### src/deq_pkg.sv
`timescale 1ns / 1ps
// shared types, constants and ring index helper for the double-ended queue
// no dependencies; imported by deq_ctrl and double_ended_queue
package deq_pkg;

  localparam int DEPTH      = 64;
  localparam int DATA_WIDTH = 64;
  localparam int PTR_W      = $clog2(DEPTH);
  localparam int CNT_W      = $clog2(DEPTH + 1);

  typedef logic [PTR_W-1:0]      ptr_t;
  typedef logic [CNT_W-1:0]      cnt_t;
  typedef logic [DATA_WIDTH-1:0] word_t;

  // operation codes; the two spare codes behave as peek
  typedef enum logic [2:0] {
    OP_PUSH_FRONT = 3'd0,
    OP_PUSH_BACK  = 3'd1,
    OP_POP_FRONT  = 3'd2,
    OP_POP_BACK   = 3'd3,
    OP_REVERSE    = 3'd4,
    OP_PEEK       = 3'd5
  } op_t;

  typedef enum logic [1:0] {
    STAT_OK    = 2'd0,
    STAT_FULL  = 2'd1,
    STAT_EMPTY = 2'd2
  } status_t;

  typedef enum logic [1:0] {
    S_IDLE,
    S_READ,
    S_SHOW
  } fsm_t;

  // memory requests from the controller
  typedef struct packed {
    logic wr_en;
    ptr_t wr_addr;
    logic rd_en;
    ptr_t rd_lo;
    ptr_t rd_hi;
  } mem_req_t;

  // result side status from the controller
  typedef struct packed {
    logic    done;
    logic    busy;
    status_t status;
    cnt_t    count;
    logic    rev;
  } ctrl_stat_t;

  // ring slot at base + off, modulo DEPTH (off can exceed DEPTH: rd_hi passes count - 1, which wraps when empty)
  function automatic ptr_t slot_add(ptr_t base, cnt_t off);
    logic [CNT_W:0] sum;
    sum = (CNT_W+1)'(base) + (CNT_W+1)'(off);
    if (sum >= (CNT_W+1)'(DEPTH)) begin
      sum = sum - (CNT_W+1)'(DEPTH);
    end
    return sum[PTR_W-1:0];
  endfunction

endpackage

### src/double_ended_queue.sv
`timescale 1ns / 1ps
// double-ended queue top level: ring memory, controller and result outputs
// depends on deq_pkg and deq_ctrl
// sequencing: an accepted start moves to the read state, then to the result state where done rises
// a new start may be taken in the result state but not in the read state, where busy is high;
// the limit is the registered read of both ends of the ring memory
// reset: synchronous rst empties the queue and restores normal orientation
// the receiver cannot stall: each result shows for exactly one cycle
module double_ended_queue
  import deq_pkg::*;
(
  input  logic        clk,
  input  logic        rst,
  input  logic        start,
  output logic        busy,
  input  logic [2:0]  operation,
  input  logic [63:0] entry_value,
  output logic        done,
  output logic [1:0]  status,
  output logic [6:0]  entry_count,
  output logic        is_empty,
  output logic [63:0] front_value,
  output logic [63:0] back_value
);

  mem_req_t   mem_req;
  ctrl_stat_t stat;
  word_t      mem [DEPTH];
  word_t      rd_lo_data;
  word_t      rd_hi_data;
  word_t      front_word;
  word_t      back_word;

  deq_ctrl u_ctrl (
    .clk       (clk),
    .rst       (rst),
    .start     (start),
    .operation (operation),
    .mem_req   (mem_req),
    .stat      (stat)
  );

  // ring memory write port
  always_ff @(posedge clk) begin
    if (mem_req.wr_en) begin
      mem[mem_req.wr_addr] <= entry_value[DATA_WIDTH-1:0];
    end
  end

  // ring memory read ports for the low and high ends
  always_ff @(posedge clk) begin
    if (mem_req.rd_en) begin
      rd_lo_data <= mem[mem_req.rd_lo];
      rd_hi_data <= mem[mem_req.rd_hi];
    end
  end

  // orientation picks which end is the front; empty reads as zero
  always_comb begin
    if (stat.count == '0) begin
      front_word = '0;
      back_word  = '0;
    end else if (stat.rev) begin
      front_word = rd_hi_data;
      back_word  = rd_lo_data;
    end else begin
      front_word = rd_lo_data;
      back_word  = rd_hi_data;
    end
  end

  assign busy        = stat.busy;
  assign done        = stat.done;
  assign status      = 2'(stat.status);
  assign entry_count = 7'(stat.count);
  assign is_empty    = (stat.count == '0);
  assign front_value = 64'(front_word);
  assign back_value  = 64'(back_word);

endmodule

### src/deq_ctrl.sv
`timescale 1ns / 1ps
// deque controller: head pointer, count, orientation and transaction sequencing
// depends on deq_pkg; drives the ring memory held in double_ended_queue
module deq_ctrl
  import deq_pkg::*;
(
  input  logic       clk,
  input  logic       rst,
  input  logic       start,
  input  logic [2:0] operation,
  output mem_req_t   mem_req,
  output ctrl_stat_t stat
);

  fsm_t    state, state_next;
  ptr_t    head, head_next;
  cnt_t    count, count_next;
  logic    rev, rev_next;
  status_t status, status_next;
  logic    accept;
  logic    full, empty;
  logic    wr_en;
  ptr_t    wr_addr;

  assign accept = start && (state != S_READ);
  assign full   = (count == cnt_t'(DEPTH));
  assign empty  = (count == '0);

  // next state
  always_comb begin
    state_next = state;
    unique case (state)
      S_IDLE: if (accept) state_next = S_READ;
      S_READ: state_next = S_SHOW;
      S_SHOW: begin
        if (accept) state_next = S_READ;
        else        state_next = S_IDLE;
      end
      default: state_next = S_IDLE;
    endcase
  end

  // pointer, count and orientation update for an accepted transaction
  always_comb begin
    head_next   = head;
    count_next  = count;
    rev_next    = rev;
    status_next = status;
    wr_en       = 1'b0;
    wr_addr     = slot_add(head, count);
    if (accept) begin
      status_next = STAT_OK;
      unique case (operation) inside
        OP_PUSH_FRONT, OP_PUSH_BACK: begin
          if (full) begin
            status_next = STAT_FULL;
          end else if ((operation == OP_PUSH_FRONT) != rev) begin
            head_next  = (head == '0) ? ptr_t'(DEPTH - 1) : head - 1'b1;
            wr_addr    = head_next;
            wr_en      = 1'b1;
            count_next = count + 1'b1;
          end else begin
            wr_en      = 1'b1;
            count_next = count + 1'b1;
          end
        end
        OP_POP_FRONT, OP_POP_BACK: begin
          if (empty) begin
            status_next = STAT_EMPTY;
          end else if ((operation == OP_POP_FRONT) != rev) begin
            head_next  = slot_add(head, cnt_t'(1));
            count_next = count - 1'b1;
          end else begin
            count_next = count - 1'b1;
          end
        end
        OP_REVERSE: begin
          if (empty) status_next = STAT_EMPTY;
          else       rev_next    = !rev;
        end
        default: ;
      endcase
    end
  end

  // registers
  always_ff @(posedge clk) begin
    if (rst) begin
      state  <= S_IDLE;
      head   <= '0;
      count  <= '0;
      rev    <= 1'b0;
      status <= STAT_OK;
    end else begin
      state  <= state_next;
      head   <= head_next;
      count  <= count_next;
      rev    <= rev_next;
      status <= status_next;
    end
  end

  // outputs: writes land at accept, reads of both ends follow in the read state
  always_comb begin
    mem_req.wr_en   = wr_en;
    mem_req.wr_addr = wr_addr;
    mem_req.rd_en   = (state == S_READ);
    mem_req.rd_lo   = head;
    mem_req.rd_hi   = slot_add(head, count - 1'b1);
    stat.done       = (state == S_SHOW);
    stat.busy       = (state == S_READ);
    stat.status     = status;
    stat.count      = count;
    stat.rev        = rev;
  end

  // count stays within the ring
  assert property (@(posedge clk) disable iff (rst) count <= cnt_t'(DEPTH))
    else $error("deque count exceeds depth");

  // every accepted transaction is followed by a read cycle, then a result
  assert property (@(posedge clk) disable iff (rst) accept |=> (state == S_READ))
    else $error("accepted transaction not followed by read");

  assert property (@(posedge clk) disable iff (rst) (state == S_READ) |=> (state == S_SHOW))
    else $error("read cycle not followed by result");

  // no memory write while the read of both ends is in flight
  assert property (@(posedge clk) disable iff (rst) (state == S_READ) |-> !wr_en)
    else $error("write overlaps read cycle");

  // a refused push leaves the count unchanged
  assert property (@(posedge clk) disable iff (rst)
                   (accept && full && (operation == OP_PUSH_FRONT ||
                    operation == OP_PUSH_BACK)) |=> (count == $past(count)))
    else $error("refused push changed the count");

endmodule
### config.mk
export PLATFORM = sky130hd
export DESIGN_NAME = double_ended_queue
export DESIGN_NICKNAME = d
export VERILOG_FILES = /design/src/deq_pkg.sv /design/src/double_ended_queue.sv /design/src/deq_ctrl.sv
export SDC_FILE = /design/constraint.sdc
export NUM_CORES = 2
export LEC_CHECK = 0
export BUFFER_PORTS_ARGS = -buffer_cell sky130_fd_sc_hd__buf_2
export CAP_MARGIN = 20
export CORE_MARGIN = 2
export CORE_UTILIZATION = 40
export CTS_CLUSTER_DIAMETER = 120
export DETAILED_ROUTE_END_ITERATION = 8
export PLACE_DENSITY = 0.61
export RECOVER_POWER = 100
export SLEW_MARGIN = 20
export SYNTH_ARGS = -nofsm -noshare
export SYNTH_HDL_FRONTEND = slang
export SYNTH_HIERARCHICAL = 1
export SYNTH_SLANG_ARGS = --single-unit
### constraint.sdc
create_clock -name clk -period 10.85 [get_ports clk]
set_input_delay 2.17 -clock clk [delete_from_list [all_inputs] [get_ports clk]]
set_output_delay 2.17 -clock clk [all_outputs]
set_load 0.1 [all_outputs]
# Word level (Yosys, flattened, before mapping)
# Memory sizes are Yosys's and may differ from the RTL's. A register that Yosys moved wholly into a read port is not among the register bits.
# Index checks and enable logic that the tools add are counted.
[totals]
latch_bits = 0
romBits = 0
elab_cells = 78
reg_bits = 18
input_bits = 70
output_inout_bits = 140
mem_count = 1
mem_bits_rw = 4096
[classes]
n_shift = 0
div = 0
eq_ne = 15
add_sub_neg = 9
multipliers = 0
n_mux = 31
bitwise_logic = 1
order_cmp = 3
reduce_logical = 13
[memory_table]
columns = ["name", "depth", "width", "rd", "rd_ports_with_merged_regs", "write_ports", "line_no", "rtl"]
rows = [
  ["mem", 64, 64, 2, 2, 1, "double_ended_queue.sv:28", "word_t mem [DEPTH];"],
]
[op_table]
columns = ["op", "count"]
rows = [
  ["$mux W64", 4],
  ["$mux W6", 12],
  ["$sub A6 B1 Y6 const B", 4],
  ["$add A6 B7 Y8", 2],
  ["$ge A8 B7 Y1 const B", 2],
  ["$mux W7", 2],
  ["$pmux W7 S2", 1],
  ["$pmux W6 S2", 1],
  ["$ne A2 B1 Y1 const B", 4],
  ["$add A6 B1 Y7 const B", 1],
  ["$add A7 B1 Y7 const B", 1],
  ["$eq A7 B7 Y1 const B", 1],
  ["$ge A7 B7 Y1 const B", 1],
  ["$logic_not A7 Y1", 1],
  ["$mux W1", 7],
  ["$sub A7 B1 Y7 const B", 1],
  ["$eq A3 B2 Y1 const B", 2],
  ["$logic_not A6 Y1", 1],
  ["$pmux W2 S3", 1],
  ["$reduce_and A6 Y1", 1],
  ["$mux W2", 2],
  ["$ne A2 B2 Y1 const B", 2],
  ["$pmux W2 S2", 1],
  ["$reduce_and A4 Y1", 1],
  ["14 further kinds", 16],
]

# Depth between registers and ports, before layout
[logic_depth]
depth_word = 7
depth_mapped = 17
depth_no_buf = 14

# Modules after synthesis
# Netlist, hierarchy kept.
[modules_own_cells]
columns = ["mod", "cells_per_inst", "area_each_um2", "instances"]
rows = [
  ["double_ended_queue", 9120, 190789.2, 1],
  ["deq_ctrl", 218, 1776.7, 1],
]

# Least setup slack after synthesis
# No wires, ideal clock.
[synth_path]
path_type = "in2reg"
start = "input operation[2]"
end = "memory mem[49][0] (netlist name) (enable)"
setup_ps = 564
arrival_time_ps = 8140
path_buffers = 3
path_stages = 9
required_time_ps = 10286
path_slack_ps = 2146
path_cell_list = "buf_6 nor4b_1 nor2b_1 buf_2 mux2_2 clkbuf_1 nor2b_1 nand4_1 nor3_1"
[synth_between]
elab_chain_len = 6
word_cells_on_any_way = 12
cone_classes = "eq/ne (2); mux (8); reduce/logical (2)"
[synth_rtl]
columns = ["element", "line_no", "rtl"]
rows = [
  ["start: declaration", "double_ended_queue.sv:16", "input logic [2:0] operation,"],
  ["$eq A3 B1 Y1 (no line) or $logic_not A3 Y1 (tied branches)", "-", ""],
  ["$reduce_or A2 Y1 *", "deq_ctrl.sv:53", "unique case (operation) inside"],
  ["$mux W1 *", "deq_ctrl.sv:53", ""],
  ["$mux W1 *", "deq_ctrl.sv:51", "if (accept) begin"],
  ["net u_ctrl.wr_en", "deq_ctrl.sv:22", "logic wr_en;"],
  ["$mux W1 *", "double_ended_queue.sv:45", "if (mem_req.wr_en) begin"],
  ["$mux W1 (implied by the code) *", "double_ended_queue.sv:46", "mem[mem_req.wr_addr] <= entry_value[DATA_WIDTH-1:0];"],
  ["end: declaration", "double_ended_queue.sv:28", ""],
]
# The timed path passes the listed nets; every way through them passes the cells marked *.

==> results.txt <==
- In the final timing run, aggregate negative setup slack is 0 ps.
- Data arrival time of the critical path: 9850 ps
- CP max-delay cell: sky130_fd_sc_hd__clkbuf_1
- In the routed design, unresolved DRC markers number 0.
* Static Leak: 64.9 nW
- The tool flagged a number of max-cap violations equal to 93.
- Area added between synthesis and finish: 11.9%
- Per report_power, the clock group accounts for 36.4% of the total.
- The routed design has 685,000 um of wire.
- GRT met3 Usage: 8.15%
* Library cell used as clock root buffer: sky130_fd_sc_hd__clkbuf_16
* Switching pwr: 12.5 mW
- Total clock buffers created by CTS: 441
- In this run the vertical extent of the chip is 698 um.
* Floorplan die area: 0.487 sq mm
- R2R cell count: 8
- Summed over all instances, the cell type with the most area after synthesis is sky130_fd_sc_hd__edfxtp_1.
* Clock tree from TritonCTS: built
- Setup violations remaining at the end of the flow were counted as 0.
* Category of the most critical setup path: reg2reg
- Total global-route track usage: 27.5%
- Number of antenna violations at the first check in global routing: 66
- After detailed routing, the average wire length per cell comes to 41.8 um.
- The critical path goes through buf_4, clkbuf_1, buf_4, clkbuf_2, mux4_2, a22o_1, a221oi_1, a221oi_1.
- FILL cells: 40,100
- Fraction of the yosys area taken by sequential cells: 66.1%
* Routability-driven placement congestion ratio: 0.903
- After global routing, the most crowded layer is met2.
- CTS resizes: 0
- Largest net degree at the start of global routing: 120
* TritonCTS Sinks: 4,242
* Detailed Routing Iterations Pass 1: 6
- Number of nets still failing antenna checks after routing: 0
- Across the routed clock network, the largest skew measured is 66.9 ps.
- Hold repair after CTS inserted 0 buffers.
- Starting Density: 40.2%
- STA classifies the critical path endpoint as a register.
- Net switching fraction of the power: 29.7%
- CP Data Required Time: 11,500 ps
- The checks that failed: capacitance limit, slew limit.
* Top area cells in the synthesized netlist: sky130_fd_sc_hd__edfxtp_1 (66%), sky130_fd_sc_hd__mux4_2 (24%), sky130_fd_sc_hd__o22ai_1 (1.6%), sky130_fd_sc_hd__mux2i_1 (1.4%), sky130_fd_sc_hd__nor2_1 (0.68%)
* Category of the worst setup path launch point: register
- The total overflow left after global routing is 0.
- Core area: 0.479 sq mm
- The hold violation total from the final report is 0.
- Highest attainable clock frequency: 0.109 GHz
* Post-Syn Nets: 9,426
- Cell internal power was estimated by the tool at 29.7 mW.
- Final layout net count: 9,665
- The flow ran to the end, but the final reports show violations.
- For this run, global-route usage on met1 was measured as 37.1%.
- List of most frequent post-synthesis cells: sky130_fd_sc_hd__edfxtp_1 (4,224), sky130_fd_sc_hd__mux4_2 (2,032), sky130_fd_sc_hd__o22ai_1 (487)
- Clock slew at reported path FFs: 60 ps
- The H-tree was split into 5 levels.
- Setup repair after global routing left no endpoint under its margin.
- At the pin with the least slew margin, the transition time is 5020 ps.
- Dividing the synthesized area by the synthesized cell count gives 20.6 sq um.
- Maximum fanout encountered on the critical timing path: 52
- Dividing total power by cell area gives a power density of 196 mW/mm^2.
- VDD sags by at most 0.000176 V.
- Final period utilization: 84.8%
- The wire-length estimate of the detail-placed layout is 415,000 um.
* Worst slew slack as a fraction of its limit: -235%
- Top-Level Pins: 210
- Input and output buffers added on the ports amount to 209.
- No sink is reached through more buffers than the 4 on the longest clock path.
- Yosys mapped a number of flops with a built-in enable equal to 4,224.
* Vias in the first global route: 112,000
- The total count of max-transition violations in the final report is 5,163.
- Clock Latency Late Sink: 1030 ps
- Counting instances, the worst hold path has a depth of 1.
- Number of instances in the synthesized netlist: 9,338
- The synthesized design contains 4,242 register bits.
* Post-synthesis instance area: 0.193 sq mm
- Part of the total power dissipated in sequential elements: 43.8%
- Synthesis instantiated 62 different standard cells from the library.
- Among all flip-flop cells after synthesis, the most frequent one is sky130_fd_sc_hd__edfxtp_1.
* Floorplan row count: 254
* Yosys Warn Count: 6
- In this run the horizontal extent of the chip is 698 um.
- Async SR Flop Fraction: 0%
* Most numerous cell in the Yosys netlist: sky130_fd_sc_hd__edfxtp_1
- After synthesis, the largest area contributor takes up 65.9% of total cell area.
- Of the cells placed in the final design, the portion with a size suffix greater than 1 is 31.6%.
* Clock period minus worst slack: 9200 ps
- The min-delay analysis places its worst path in the category reg2reg.
- Measured on the finished design, the core utilization comes to 45.0%.
* Violation count after the first detailed-routing iteration: 18,000
- Post-CTS Repair Setup Buffers: 0
- Combinational cells account for 19.8% of the total power.
* Global-route wire length before repair: 935,000 um
- Via density per instance: 6.88
- Met2 track utilization from global routing: 41.9%
- The largest single stage delay on the critical path is 2990 ps.
* Overall via count from detail_route: 113,000
power groups by stage:
stage	Combinational [mW]	Sequential (mW)	Clock, mW
finish	8.37	18.5	15.4
floorplan	4.91	18.6	0
CTS	8.28	18.4	15.5
global route	8.58	18.5	16.1
detailed placement	8.26	18.8	0
global placement	8.22	18.8	0
state kept, by name (all words and copies together), names as in the netlist:
| name | cells |
|---|---|
| rd_lo_data | 64 |
| rd_hi_data | 64 |
| u_ctrl/state | 2 |
| u_ctrl/head | 6 |
| mem | 4096 |
| u_ctrl/count | 7 |
| u_ctrl/rev | 1 |
| u_ctrl/status | 2 |
area by class of cell:
class                           instances  area (sq um)  share of cell area (%)
Sequential cell                      4242        127000                    59.0
Tap cell                             6400          8010                    3.72
Timing Repair Buffer                  577          3830                    1.78
Clock inverter                        273          2890                    1.34
Multi-Input combinational cell       4302         61900                    28.7
Clock buffer                          546         11500                    5.33
Inverter                               13          57.6                  0.0267
Antenna cell                           47           118                  0.0546
placed cells by master, fill, tap and decap left out, types with 11 or more instances in the layout:
| master | instances |
|---|---|
| sky130_fd_sc_hd__edfxtp_1 | 4224 |
| sky130_fd_sc_hd__mux4_2 | 2032 |
| sky130_fd_sc_hd__o22ai_1 | 487 |
| sky130_fd_sc_hd__clkbuf_16 | 443 |
| sky130_fd_sc_hd__clkbuf_1 | 324 |
| sky130_fd_sc_hd__nor2_1 | 313 |
| sky130_fd_sc_hd__mux2i_1 | 268 |
| sky130_fd_sc_hd__buf_4 | 264 |
| sky130_fd_sc_hd__a21oi_1 | 166 |
| sky130_fd_sc_hd__a221oi_1 | 135 |
| sky130_fd_sc_hd__a22o_1 | 130 |
| sky130_fd_sc_hd__clkinv_1 | 96 |
| sky130_fd_sc_hd__o221ai_1 | 80 |
| sky130_fd_sc_hd__clkinv_2 | 75 |
| sky130_fd_sc_hd__nor3_1 | 69 |
| sky130_fd_sc_hd__a211oi_1 | 66 |
| sky130_fd_sc_hd__o21ai_0 | 63 |
| sky130_fd_sc_hd__o22a_1 | 54 |
| sky130_fd_sc_hd__nor4_1 | 50 |
| sky130_fd_sc_hd__bufinv_16 | 48 |
| sky130_fd_sc_hd__diode_2 | 47 |
| sky130_fd_sc_hd__a22oi_1 | 36 |
| sky130_fd_sc_hd__buf_12 | 36 |
| sky130_fd_sc_hd__nor2_4 | 35 |
| sky130_fd_sc_hd__mux2_2 | 34 |
| sky130_fd_sc_hd__buf_2 | 31 |
| sky130_fd_sc_hd__nand2_1 | 27 |
| sky130_fd_sc_hd__nor2b_1 | 25 |
| sky130_fd_sc_hd__a311oi_1 | 20 |
| sky130_fd_sc_hd__clkbuf_2 | 20 |
| sky130_fd_sc_hd__nand2b_1 | 15 |
| sky130_fd_sc_hd__clkinvlp_4 | 15 |
| sky130_fd_sc_hd__ha_1 | 15 |
| sky130_fd_sc_hd__dfxtp_1 | 14 |
| sky130_fd_sc_hd__a31oi_1 | 13 |
| sky130_fd_sc_hd__nand3_1 | 12 |
| sky130_fd_sc_hd__xnor2_1 | 12 |
| sky130_fd_sc_hd__inv_1 | 11 |
final timing paths:
| check | from | to | slack, ps |
|---|---|---|---|
| max | u_ctrl/head[1]$_SDFFE_PP0P_ | rd_lo_data[20]$_DFFE_PP_ | 1650 |
| min | u_ctrl/state[0]$_SDFFE_PP0P_ | u_ctrl/state[0]$_SDFFE_PP0P_ | 460 |
| max reg2reg | u_ctrl/head[1]$_SDFFE_PP0P_ | rd_lo_data[20]$_DFFE_PP_ | 1650 |
| min reg2reg | u_ctrl/state[0]$_SDFFE_PP0P_ | u_ctrl/state[0]$_SDFFE_PP0P_ | 460 |
worst max-delay path, delay by kind of cell (launching register included):
| family | cells | cell delay, ps |
|---|---|---|
| flip-flops | 1 | 870 |
| multiplexers | 1 | 480 |
| buffers and inverters | 4 | 5920 |
| AO/OA/AOI/OAI | 3 | 1270 |
per-stage QoR:
step / setup WS [ps] / hold slack (ps) / power, mW / cell area, sq um / instances
floorplan: 2150 / 423 / 23.5 / 193000 / 9338
global placement: 2960 / 445 / 27.0 / 202000 / 15500
detailed placement: 3130 / 446 / 27.0 / 202000 / 15500
CTS: 3680 / 455 / 42.2 / 216000 / 16400
global route: 1730 / 491 / 43.1 / 215000 / 16400
finish: 1650 / 458 / 42.2 / 216000 / 16400
kinds of logic after synthesis:
logic type | Yosys count | synth area share, %
DFF | 4242 | 66.1
buffers and inverters | 794 | 2.10
AOI/OAI and AO/OA | 1282 | 4.68
muxes | 2335 | 25.4
xor gates and xnor gates | 23 | 0.105
adders and majority gates | 18 | 0.125
and+or+nand+nor | 644 | 1.57
per-layer routing:
layer / part of all wire (%) / wire, um
met1: 36 / 249000
met2: 46 / 313000
met4: 4.6 / 31800
met5: 0.058 / 396
met3: 13 / 91300
No activity file was read; power rests on OpenSTA's default activity.
